<file path="config.mk">
export PLATFORM = sky130hd
export DESIGN_NAME = crc10_packet_error_code_unit
export DESIGN_NICKNAME = d
export VERILOG_FILES = /design/src/rtl/core/crc10_pkg.sv /design/src/rtl/core/crc10_datapath.sv /design/src/rtl/core/crc10_packet_error_code_unit.sv
export SDC_FILE = /design/constraint.sdc
export NUM_CORES = 1
export LEC_CHECK = 0
export ABC_AREA = 1
export BUFFER_PORTS_ARGS = -buffer_cell sky130_fd_sc_hd__buf_2
export CORE_ASPECT_RATIO = 0.9
export CORE_MARGIN = 2
export CORE_UTILIZATION = 34
export CTS_CLUSTER_DIAMETER = 40
export DETAILED_ROUTE_END_ITERATION = 10
export GPL_TIMING_DRIVEN = 0
export PLACE_DENSITY = 0.63
export SYNTH_ARGS = -nofsm -noshare
export SYNTH_HDL_FRONTEND = slang
export SYNTH_HIERARCHICAL = 1
export SYNTH_SLANG_ARGS = --single-unit
</file>
<file path="constraint.sdc">
create_clock -name clk -period 2.7 [get_ports clk]
set_clock_uncertainty 0.1 [all_clocks]
set_input_delay 0.54 -clock clk [delete_from_list [all_inputs] [get_ports clk]]
set_output_delay 0.54 -clock clk [all_outputs]
set_load 0.05 [all_outputs]
</file>
<file path="src/rtl/core/crc10_pkg.sv">
// shared constants, types and crc division functions for the crc10 packet error code unit
package crc10_pkg;

  localparam int unsigned CRC_W = 10;
  localparam int unsigned BYTE_W = 8;

  localparam logic [CRC_W-1:0] CRC_SEED = 10'd16;
  localparam logic [CRC_W-1:0] CRC_POLY = 10'h08f;
  localparam logic [BYTE_W-1:0] CTR_KEEP = 8'hfc;

  localparam int unsigned BYTE_STEPS = 8;
  localparam int unsigned FINISH_STEPS = 6;

  typedef logic [CRC_W-1:0] crc_t;

  typedef enum logic {
    MODE_TX = 1'b0,
    MODE_RX = 1'b1
  } mode_t;

  // outcome of one request, handed from the datapath to the top level
  typedef struct packed {
    logic has_code;
    crc_t code;
    crc_t rem_nxt;
  } crc_result_t;

  // one bitwise division step
  function automatic crc_t div_step(input crc_t r);
    crc_t s;
    s = {r[CRC_W-2:0], 1'b0};
    if (r[CRC_W-1]) begin
      s = s ^ CRC_POLY;
    end
    return s;
  endfunction

  function automatic crc_t div_byte(input crc_t r);
    crc_t s;
    s = r;
    for (int unsigned k = 0; k < BYTE_STEPS; k++) begin
      s = div_step(s);
    end
    return s;
  endfunction

  function automatic crc_t div_finish(input crc_t r);
    crc_t s;
    s = r;
    for (int unsigned k = 0; k < FINISH_STEPS; k++) begin
      s = div_step(s);
    end
    return s;
  endfunction

endpackage

</file>
<file path="src/rtl/core/crc10_datapath.sv">
// combinational crc update for one message byte, with the finishing steps on the last byte
module crc10_datapath (
  input  crc10_pkg::crc_t                    rem,
  input  logic [crc10_pkg::BYTE_W-1:0]       data_byte,
  input  logic                               last_byte,
  input  crc10_pkg::mode_t                   mode,
  input  logic [crc10_pkg::BYTE_W-1:0]       counter_byte,
  output crc10_pkg::crc_result_t             result
);

  crc10_pkg::crc_t mixed;
  crc10_pkg::crc_t after_byte;
  crc10_pkg::crc_t ctr_mix;
  crc10_pkg::crc_t code;

  always_comb begin
    mixed = rem ^ {data_byte, 2'b00};
    after_byte = crc10_pkg::div_byte(mixed);
    // receive mode folds the command counter bits in before finishing
    ctr_mix = after_byte;
    if (mode == crc10_pkg::MODE_RX) begin
      ctr_mix = after_byte ^ {(counter_byte & crc10_pkg::CTR_KEEP), 2'b00};
    end
    code = crc10_pkg::div_finish(ctr_mix);
  end

  always_comb begin
    result.has_code = last_byte;
    result.code = code;
    result.rem_nxt = last_byte ? crc10_pkg::CRC_SEED : after_byte;
  end

endmodule

</file>
<file path="src/rtl/core/crc10_packet_error_code_unit.sv">
// crc10 packet error code unit: input register, crc update and result register
//
// usage:
//   in_* channel: one message byte per request, with in_last_byte marking the
//   final byte; in_mode and in_counter_byte only matter on the final byte
//   (receive mode mixes bits 7..2 of the counter byte before finishing).
//   out_* channel: one 10-bit code per message, emitted for the final byte.
//   result path: a final byte taken into the input register passes through the
//   crc update into the result register; an untaken code can hold it back.
//   throughput: one byte per cycle unless a final byte stalls; the crc update
//   is a single registered pass from the input register to the running remainder.
//   stall: while the result register holds an untaken code, a final byte
//   waits in the input register; non-final bytes keep flowing since they
//   make no result. in_ready drops only when the input register is blocked.
//   reset: both registers empty, running remainder at the seed 16.
module crc10_packet_error_code_unit (
  input  logic                          clk,
  input  logic                          rst_n,
  input  logic                          in_valid,
  output logic                          in_ready,
  input  logic [crc10_pkg::BYTE_W-1:0]  in_data_byte,
  input  logic                          in_last_byte,
  input  logic                          in_mode,
  input  logic [crc10_pkg::BYTE_W-1:0]  in_counter_byte,
  output logic                          out_valid,
  input  logic                          out_ready,
  output logic [crc10_pkg::CRC_W-1:0]   out_pec_code
);

  logic                          s1_valid_r, s1_valid_nxt;
  logic [crc10_pkg::BYTE_W-1:0]  s1_data_r;
  logic                          s1_last_r;
  crc10_pkg::mode_t              s1_mode_r;
  logic [crc10_pkg::BYTE_W-1:0]  s1_ctr_r;
  crc10_pkg::crc_t               rem_r, rem_nxt;
  logic                          out_valid_r, out_valid_nxt;
  crc10_pkg::crc_t               code_r;

  crc10_pkg::crc_result_t        result;
  logic                          s1_adv;
  logic                          in_take;
  logic                          out_free;

  crc10_datapath u_datapath (
    .rem          (rem_r),
    .data_byte    (s1_data_r),
    .last_byte    (s1_last_r),
    .mode         (s1_mode_r),
    .counter_byte (s1_ctr_r),
    .result       (result)
  );

  always_comb begin
    out_free = !out_valid_r || out_ready;
    // a byte with no code never waits on the result side
    s1_adv = s1_valid_r && (!result.has_code || out_free);
    in_ready = !s1_valid_r || s1_adv;
    in_take = in_valid && in_ready;
    s1_valid_nxt = in_take || (s1_valid_r && !s1_adv);
    rem_nxt = s1_adv ? result.rem_nxt : rem_r;
    out_valid_nxt = (s1_adv && result.has_code) || (out_valid_r && !out_ready);
  end

  always_ff @(posedge clk) begin
    if (!rst_n) begin
      s1_valid_r <= 1'b0;
      rem_r <= crc10_pkg::CRC_SEED;
      out_valid_r <= 1'b0;
    end else begin
      s1_valid_r <= s1_valid_nxt;
      rem_r <= rem_nxt;
      out_valid_r <= out_valid_nxt;
    end
  end

  always_ff @(posedge clk) begin
    if (in_take) begin
      s1_data_r <= in_data_byte;
      s1_last_r <= in_last_byte;
      s1_mode_r <= crc10_pkg::mode_t'(in_mode);
      s1_ctr_r <= in_counter_byte;
    end
    if (s1_adv && result.has_code) begin
      code_r <= result.code;
    end
  end

  assign out_valid = out_valid_r;
  assign out_pec_code = code_r;

`ifndef NO_ASSERTIONS
  a_seed_after_code: assert property (@(posedge clk) disable iff (!rst_n)
    s1_adv && s1_last_r |=> rem_r == crc10_pkg::CRC_SEED)
    else $error("remainder not back at seed after a final byte");

  a_ready_when_empty: assert property (@(posedge clk) disable iff (!rst_n)
    !s1_valid_r |-> in_ready)
    else $error("input blocked while input register is empty");

  a_code_from_last: assert property (@(posedge clk) disable iff (!rst_n)
    $rose(out_valid_r) |-> $past(s1_valid_r && s1_last_r))
    else $error("code appeared without a final byte");

  a_last_held_on_stall: assert property (@(posedge clk) disable iff (!rst_n)
    s1_valid_r && s1_last_r && out_valid_r && !out_ready
    |=> s1_valid_r && s1_last_r && $stable(rem_r))
    else $error("final byte lost or remainder moved during output stall");
`endif

endmodule

</file>
## Word level (Yosys, flattened, before mapping)

Index checks and enable logic that the tools add are counted.

- Input bits: 22
- Flip-flop bits (word level): 40
- Output and inout bits: 12
- Logic and storage cells: 56

- Reduce and logical (&&, ||, !) cells: 15
- Bitwise gates (word level): 16
- Multiplexer cells: 16

Operators by type and width:

| operator | number |
|---|---|
| $mux W8 | 14 |
| $not A5 Y5 | 14 |
| $mux W10 | 2 |
| $xor A10 B10 Y10 | 2 |
| $logic_and A1 B1 Y1 | 5 |
| $logic_not A1 Y1 | 5 |
| $logic_or A1 B1 Y1 | 5 |

## Depth between registers and ports, before layout

Gate-level depths: netlist (run 1).

- Depth in word-level cells: 31
- Gate-level depth with buffers: 17
- Depth with buffers taken out: 17

## Cells and area by module

The synthesis (run 1) kept the hierarchy.

Modules (own cells, without submodules):

| module | instances | cells an instance | area each (um^2) | seq. area each (um^2) |
|---|---|---|---|---|
| crc10_packet_error_code_unit | 1 | 107 | 1433.9 | 1081.0 |
| crc10_datapath | 1 | 251 | 1317.5 | 0.0 |

## Worst setup path after synthesis (run 1)

Ideal clock, no wire load.

- Path kind: flip-flop to flip-flop
- Start: register out_valid_r (netlist: out_valid)
- End: register s1_ctr_r[0] (netlist bit) (enable)
- Arrival: 1725 ps
- Path slack: 549 ps
- Buffers on the path: 0
- Period minus slack after synthesis: 2151 ps
- Library setup time: 326 ps
- Required time: 2274 ps
- Cell stages (with the launch flop): 4
- Path through: dfxtp_1 > nand4_1 > nand2_1 > inv_1

- Longest elaborated chain between the ends: 6

Ends and longest elaborated chain:

| item | line | text |
|---|---|---|
| from (decl) | crc10_packet_error_code_unit.sv:36 | `logic out_valid_r, out_valid_nxt;` |
| from (signal assigned) | crc10_packet_error_code_unit.sv:72 | `out_valid_r <= out_valid_nxt;` |
| $logic_not A1 Y1 | crc10_packet_error_code_unit.sv:54 | `out_free = !out_valid_r \|\| out_ready;` |
| $logic_or A1 B1 Y1 | crc10_packet_error_code_unit.sv:54 |  |
| $logic_or A1 B1 Y1 | crc10_packet_error_code_unit.sv:56 | `s1_adv = s1_valid_r && (!result.has_code \|\| out_free);` |
| $logic_and A1 B1 Y1 | crc10_packet_error_code_unit.sv:56 |  |
| $logic_or A1 B1 Y1 | crc10_packet_error_code_unit.sv:57 | `in_ready = !s1_valid_r \|\| s1_adv;` |
| net in_ready | crc10_packet_error_code_unit.sv:20 | `output logic in_ready,` |
| $logic_and A1 B1 Y1 | crc10_packet_error_code_unit.sv:58 | `in_take = in_valid && in_ready;` |
| net in_take | crc10_packet_error_code_unit.sv:41 | `logic in_take;` |
| to (signal assigned) | crc10_packet_error_code_unit.sv:81 | `s1_ctr_r <= in_counter_byte;` |
| to (decl) | crc10_packet_error_code_unit.sv:34 | `logic [crc10_pkg::BYTE_W-1:0] s1_ctr_r;` |

The timed path passes the listed nets, and every way through them passes these cells.
A chain may end at the register's enable or synchronous reset.

==> impl_metrics.ini, run 1 <==
[detailed_routing]
wire_per_inst_um = 11.5
final_antenna_net_count = 0
totalWireLength_um = 5640
drc = 0
vias = 2294
dr.first_iter.drc_count = 139
drtPass1Iterations = 4
viasPerCell = 4.68

[global_route]
overflow = 0
grt_usage_pct = 13.4
grt_pass1_vias = 2047
grt_first_pass_wirelength_um = 9330
grt_max_degree = 17
antenna_found_initial = 0

[sta]
max_freq_mhz = 441
hold_viol_final = 0
rsz0062_at_grt = no
setup_viol = 0
fin_crit_ps = 2270
setup-tns-final_ps = 0
post-route-period-util_pct = 84.1
worstMarginPinSlew_ps = 661
final-max-slew-violation-count = 0
relSlewSlack_pct = 55.9

[critical_path]
critPathRequiredTime_ps = 2640
critPathLaunchType = register
cp_top_family = simple AND/OR/NAND/NOR gates
critPathCaptureType = register
rrSetupSlack_ps = 430
worst-endpoint-arrival_ps = 2210
criticalPathCategory = register to register
cp_max_fo = 5
worst_path_max_delay_cell = xnor2_1
worst-path-buf-inv = 2
slowest_delay_ps = 400
crit_path_frequent_cell = nand2_1
crit_chain = xnor2_1 > inv_1 > nand2_1 > nand2_2 > nand2_1 > nand3_2 > nand2_4 > inv_2 > nand2_1 > nand2_1 > nand2_4 > nand2_2 > nand2_1 > nand2_1

[floorplanning]
start_util_pct = 35.3
io_pins = 34
dieArea_sq_um = 8640
core-area_sq_um = 7620
die_w_um = 97.8
row_count = 30
die_y_um = 88.4

[clock_network]
cts_buffers = 5
cts_max_level = 2
path_clk_slew_ps = 80
post_cts_buffers = 0
clockRootBuffer = clkbuf_8
hold_buffers = 0
clk_path_buf_depth = 2
cts-resized-gates = 0
clock_sinks = 38
clock_latency_ps = 290
cts_tree = yes

[pwr]
vdd_drop_max_uv = 220
leakage_nw = 1.54
powerDensity_nw_per_um2 = 649
p_total_mw = 1.99

[final_layout]
area_growth_pct = 14.2
layout-drive-gt1-share_pct = 28.9
final_common_cell = nand2_1
instances_no_fill = 490
finalNetCount = 416
finalInstanceArea_sq_um = 3070
layout.area.seq_sq_um = 1020
layout_common_cells = 125 x nand2_1, 40 x inv_1, 34 x nand3_1, 33 x buf_2, 30 x nand2_2
multi_input_area_sq_um = 1450
antenna_cells = 0
fillCellCount = 786

[yosys]
syn_avg_cell_area_sq_um = 7.56
synth_nets = 378
synth_warnings = 6
synth_cells = 356
syn_area_sq_um = 2690

[placed_design]
hpwlAfterDp_um = 4440
gp_congestion = 0.830
placed_cell_area_sq_um = 2970
dp_cells = 483
portBuffers = 31

[run_status]
run_status = complete, no violations

[run]
max-cap-violations = 0

[min_path]
hp-class = primary input to register
==> state kept, by name, summed over array words and instances, names as in the netlist <==
register and count:
rem_r 10, s1_mode_r 1, out_pec_code 10, s1_data_r 8, s1_ctr_r 6, out_valid 1
s1_valid_r 1, s1_last_r 1
==> cell type report <==
type | count | share of cell area [%]
Inverter | 46 | 5.70
Buffer | 7 | 1.55
Tap cell | 96 | 3.91
Multi-Input combinational cell | 265 | 47.1
Clock buffer | 7 | 3.50
Timing Repair Buffer | 31 | 5.05
Sequential cell | 38 | 33.2
==> power by group <==
part	internal (mW)	switching, mW	leakage [nW]	total (mW)
combinational	0.268	0.545	1.13	0.813
clock	0.258	0.199	0.0555	0.457
sequential	0.701	0.0237	0.347	0.725
total	1.23	0.767	1.54	1.99
==> path summary, 6_finish.rpt <==
check / start / to / cells after the start
worst min-delay path: in_data_byte[7] / s1_data_r[7] / 1
worst max register to register: s1_data_r[1] / out_pec_code[2] / 14
worst min register to register: rem_r[3] / rem_r[3] / 2
worst max-delay path: s1_data_r[1] / out_pec_code[2] / 14
==> per-layer routing <==
metal	GRT usage (%)	vias up	part of all wire, %
li1	-	1191	-
met1	17.8	1045	47
met2	23.0	53	47
met3	2.69	5	5.6
met4	2.65	0	0.64
met5	0	-	0
==> per-stage QoR <==
| stage | hold slack [ps] | setup slack [ps] | util (%) |
|---|---|---|---|
| after detailed placement | 407 | 493 | 38.9 |
| after floorplan | 372 | 581 | - |
| after CTS | 314 | 463 | 40.3 |
| after global placement | 389 | 535 | 38.9 |
| final | 322 | 430 | 40.3 |
| after global routing | 312 | 234 | 40.3 |
Power figures use the tool's default switching activity.
==> run 2: changes to the inputs <==
==> constraint.sdc (replaced) <==
create_clock -name clk -period 2.3 [get_ports clk]
set_clock_uncertainty 0.1 [all_clocks]
set_input_delay 0.46 -clock clk [delete_from_list [all_inputs] [get_ports clk]]
set_output_delay 0.46 -clock clk [all_outputs]
set_load 0.05 [all_outputs]
==> impl_metrics.ini, run 2 (same netlist as run 1, synthesis figures left out) <==
[detailed_routing]
wire_per_inst_um = 11.7
drtPass1Iterations = 4
viasPerCell = 4.69
vias = 2304
totalWireLength_um = 5760
drc = 0
final_antenna_net_count = 0
dr.first_iter.drc_count = 131

[pwr]
leakage_nw = 1.59
powerDensity_nw_per_um2 = 753
p_total_mw = 2.42
vdd_drop_max_uv = 272

[final_layout]
finalNetCount = 417
fillCellCount = 769
layout.area.seq_sq_um = 1020
layout_common_cells = 111 x nand2_1, 39 x inv_1, 34 x nand2_2, 33 x buf_2, 29 x nand3_1
antenna_cells = 0
multi_input_area_sq_um = 1580
final_common_cell = nand2_1
layout-drive-gt1-share_pct = 35.2
area_growth_pct = 19.5

[clock_network]
clockRootBuffer = clkbuf_8
cts_tree = yes
cts_buffers = 5
cts_max_level = 2
clock_latency_ps = 290
clock_sinks = 38
clk_path_buf_depth = 2
path_clk_slew_ps = 80

[min_path]
hold_depth = 1
hold_path_end = s1_last_r
hold_start = in_last_byte
hp-class = primary input to register

[sta]
whs_ps = 240
relSlewSlack_pct = 55.8
post-route-period-util_pct = 93.6
setup_viol = 0
worstMarginPinSlew_ps = 662
max_freq_mhz = 465
final-max-slew-violation-count = 0
hold_viol_final = 0
fin_crit_ps = 2150

[floorplanning]
dieArea_sq_um = 8640
core-area_sq_um = 7620
start_util_pct = 35.3
die_y_um = 88.4
row_count = 30
io_pins = 34
die_w_um = 97.8

[critical_path]
r2r_cells = 14
crit_path_frequent_cell = nand2_4
worst_path_max_delay_cell = edfxtp_1
critPathCaptureType = register
r2r-end = out_pec_code[8]
cp_top_family = simple AND/OR/NAND/NOR gates
cp_max_fo = 7
criticalPathCategory = register to register
worst-path-buf-inv = 2
rrSetupSlack_ps = 150
critPathRequiredTime_ps = 2250
crit_chain = inv_2 > nand2_2 > nand2_4 > nand2_4 > nand2_4 > nand2_4 > nand2_4 > nand2_4 > nand2_4 > xor2_2 > xor2_1 > inv_1 > nand2_1 > nand2_1
worst-endpoint-arrival_ps = 2100
critPathLaunchType = register
slowest_delay_ps = 440
r2r-start = s1_data_r[7]

[global_route]
grt_max_degree = 17
grt_pass1_vias = 2047
grt_first_pass_wirelength_um = 9330
antenna_found_initial = 0
grt_usage_pct = 13.4
overflow = 0

[placed_design]
hpwlAfterDp_um = 4440
portBuffers = 31
gp_congestion = 0.830

[run_status]
run_status = complete, no violations

[run]
max-cap-violations = 0
[run 2: cell count changes in the layout (fill, tap and decap cells not counted), sizes merged]
| cell | change |
|---|---|
| buf | +1 |
[run 2: power by group]
part | total (mW) | switching, mW | internal, mW
logic | 1.03 | 0.681 | 0.349
registers | 0.853 | 0.0295 | 0.824
clock network | 0.541 | 0.237 | 0.303
[run 2: repair_timing]
item                                    4_1_cts  5_1_grt
hold buffers                                  0        0
resized for setup                             0       35
buffers inserted                              0        1
endpoints found under the setup margin        0        9
[run 2: cell type report]
class                   count  area share, %
multi-input cells         265           49.1
flip-flops and latches     38           31.8
well taps                  96           3.73
plain buffers               7           1.48
inverters                  46           5.45
clock buffers               7           3.34
repair buffers             32           5.06
[run 2: per-layer routing]
metal / routed length (um) / share of wire [%] / GRT usage, %
met3: 339 / 5.9 / 2.69
met5: 0 / 0 / 0
met4: 37 / 0.64 / 2.65
met1: 2620 / 45 / 17.8
met2: 2770 / 48 / 23.0
[run 2: how the worst max path moves through the flow]
stage | endpoint | cells past startpoint | slack [ps] | start
floorplan | s1_ctr_r[2] | 3 | 180 | out_valid
global placement | out_pec_code[8] | 10 | 130 | s1_data_r[2]
detailed placement | out_pec_code[2] | 16 | 90 | s1_data_r[6]
CTS | out_pec_code[2] | 14 | 60 | s1_data_r[1]
global route | out_pec_code[7] | 16 | -10 | s1_data_r[6]
finish | out_pec_code[8] | 14 | 150 | s1_data_r[7]
[run 2: through the flow]
step | setup slack [ps] | TNS (ps) | cells | instance area (sq um) | util [%]
after floorplan | 181 | 0 | 356 | 2690 | -
after global placement | 135 | 0 | 483 | 2970 | 38.9
after detailed placement | 93.2 | 0 | 483 | 2970 | 38.9
after CTS | 63.5 | 0 | 490 | 3070 | 40.3
after global routing | -12.2 | -29.0 | 491 | 3220 | 42.2
final | 148 | 0 | 491 | 3220 | 42.2
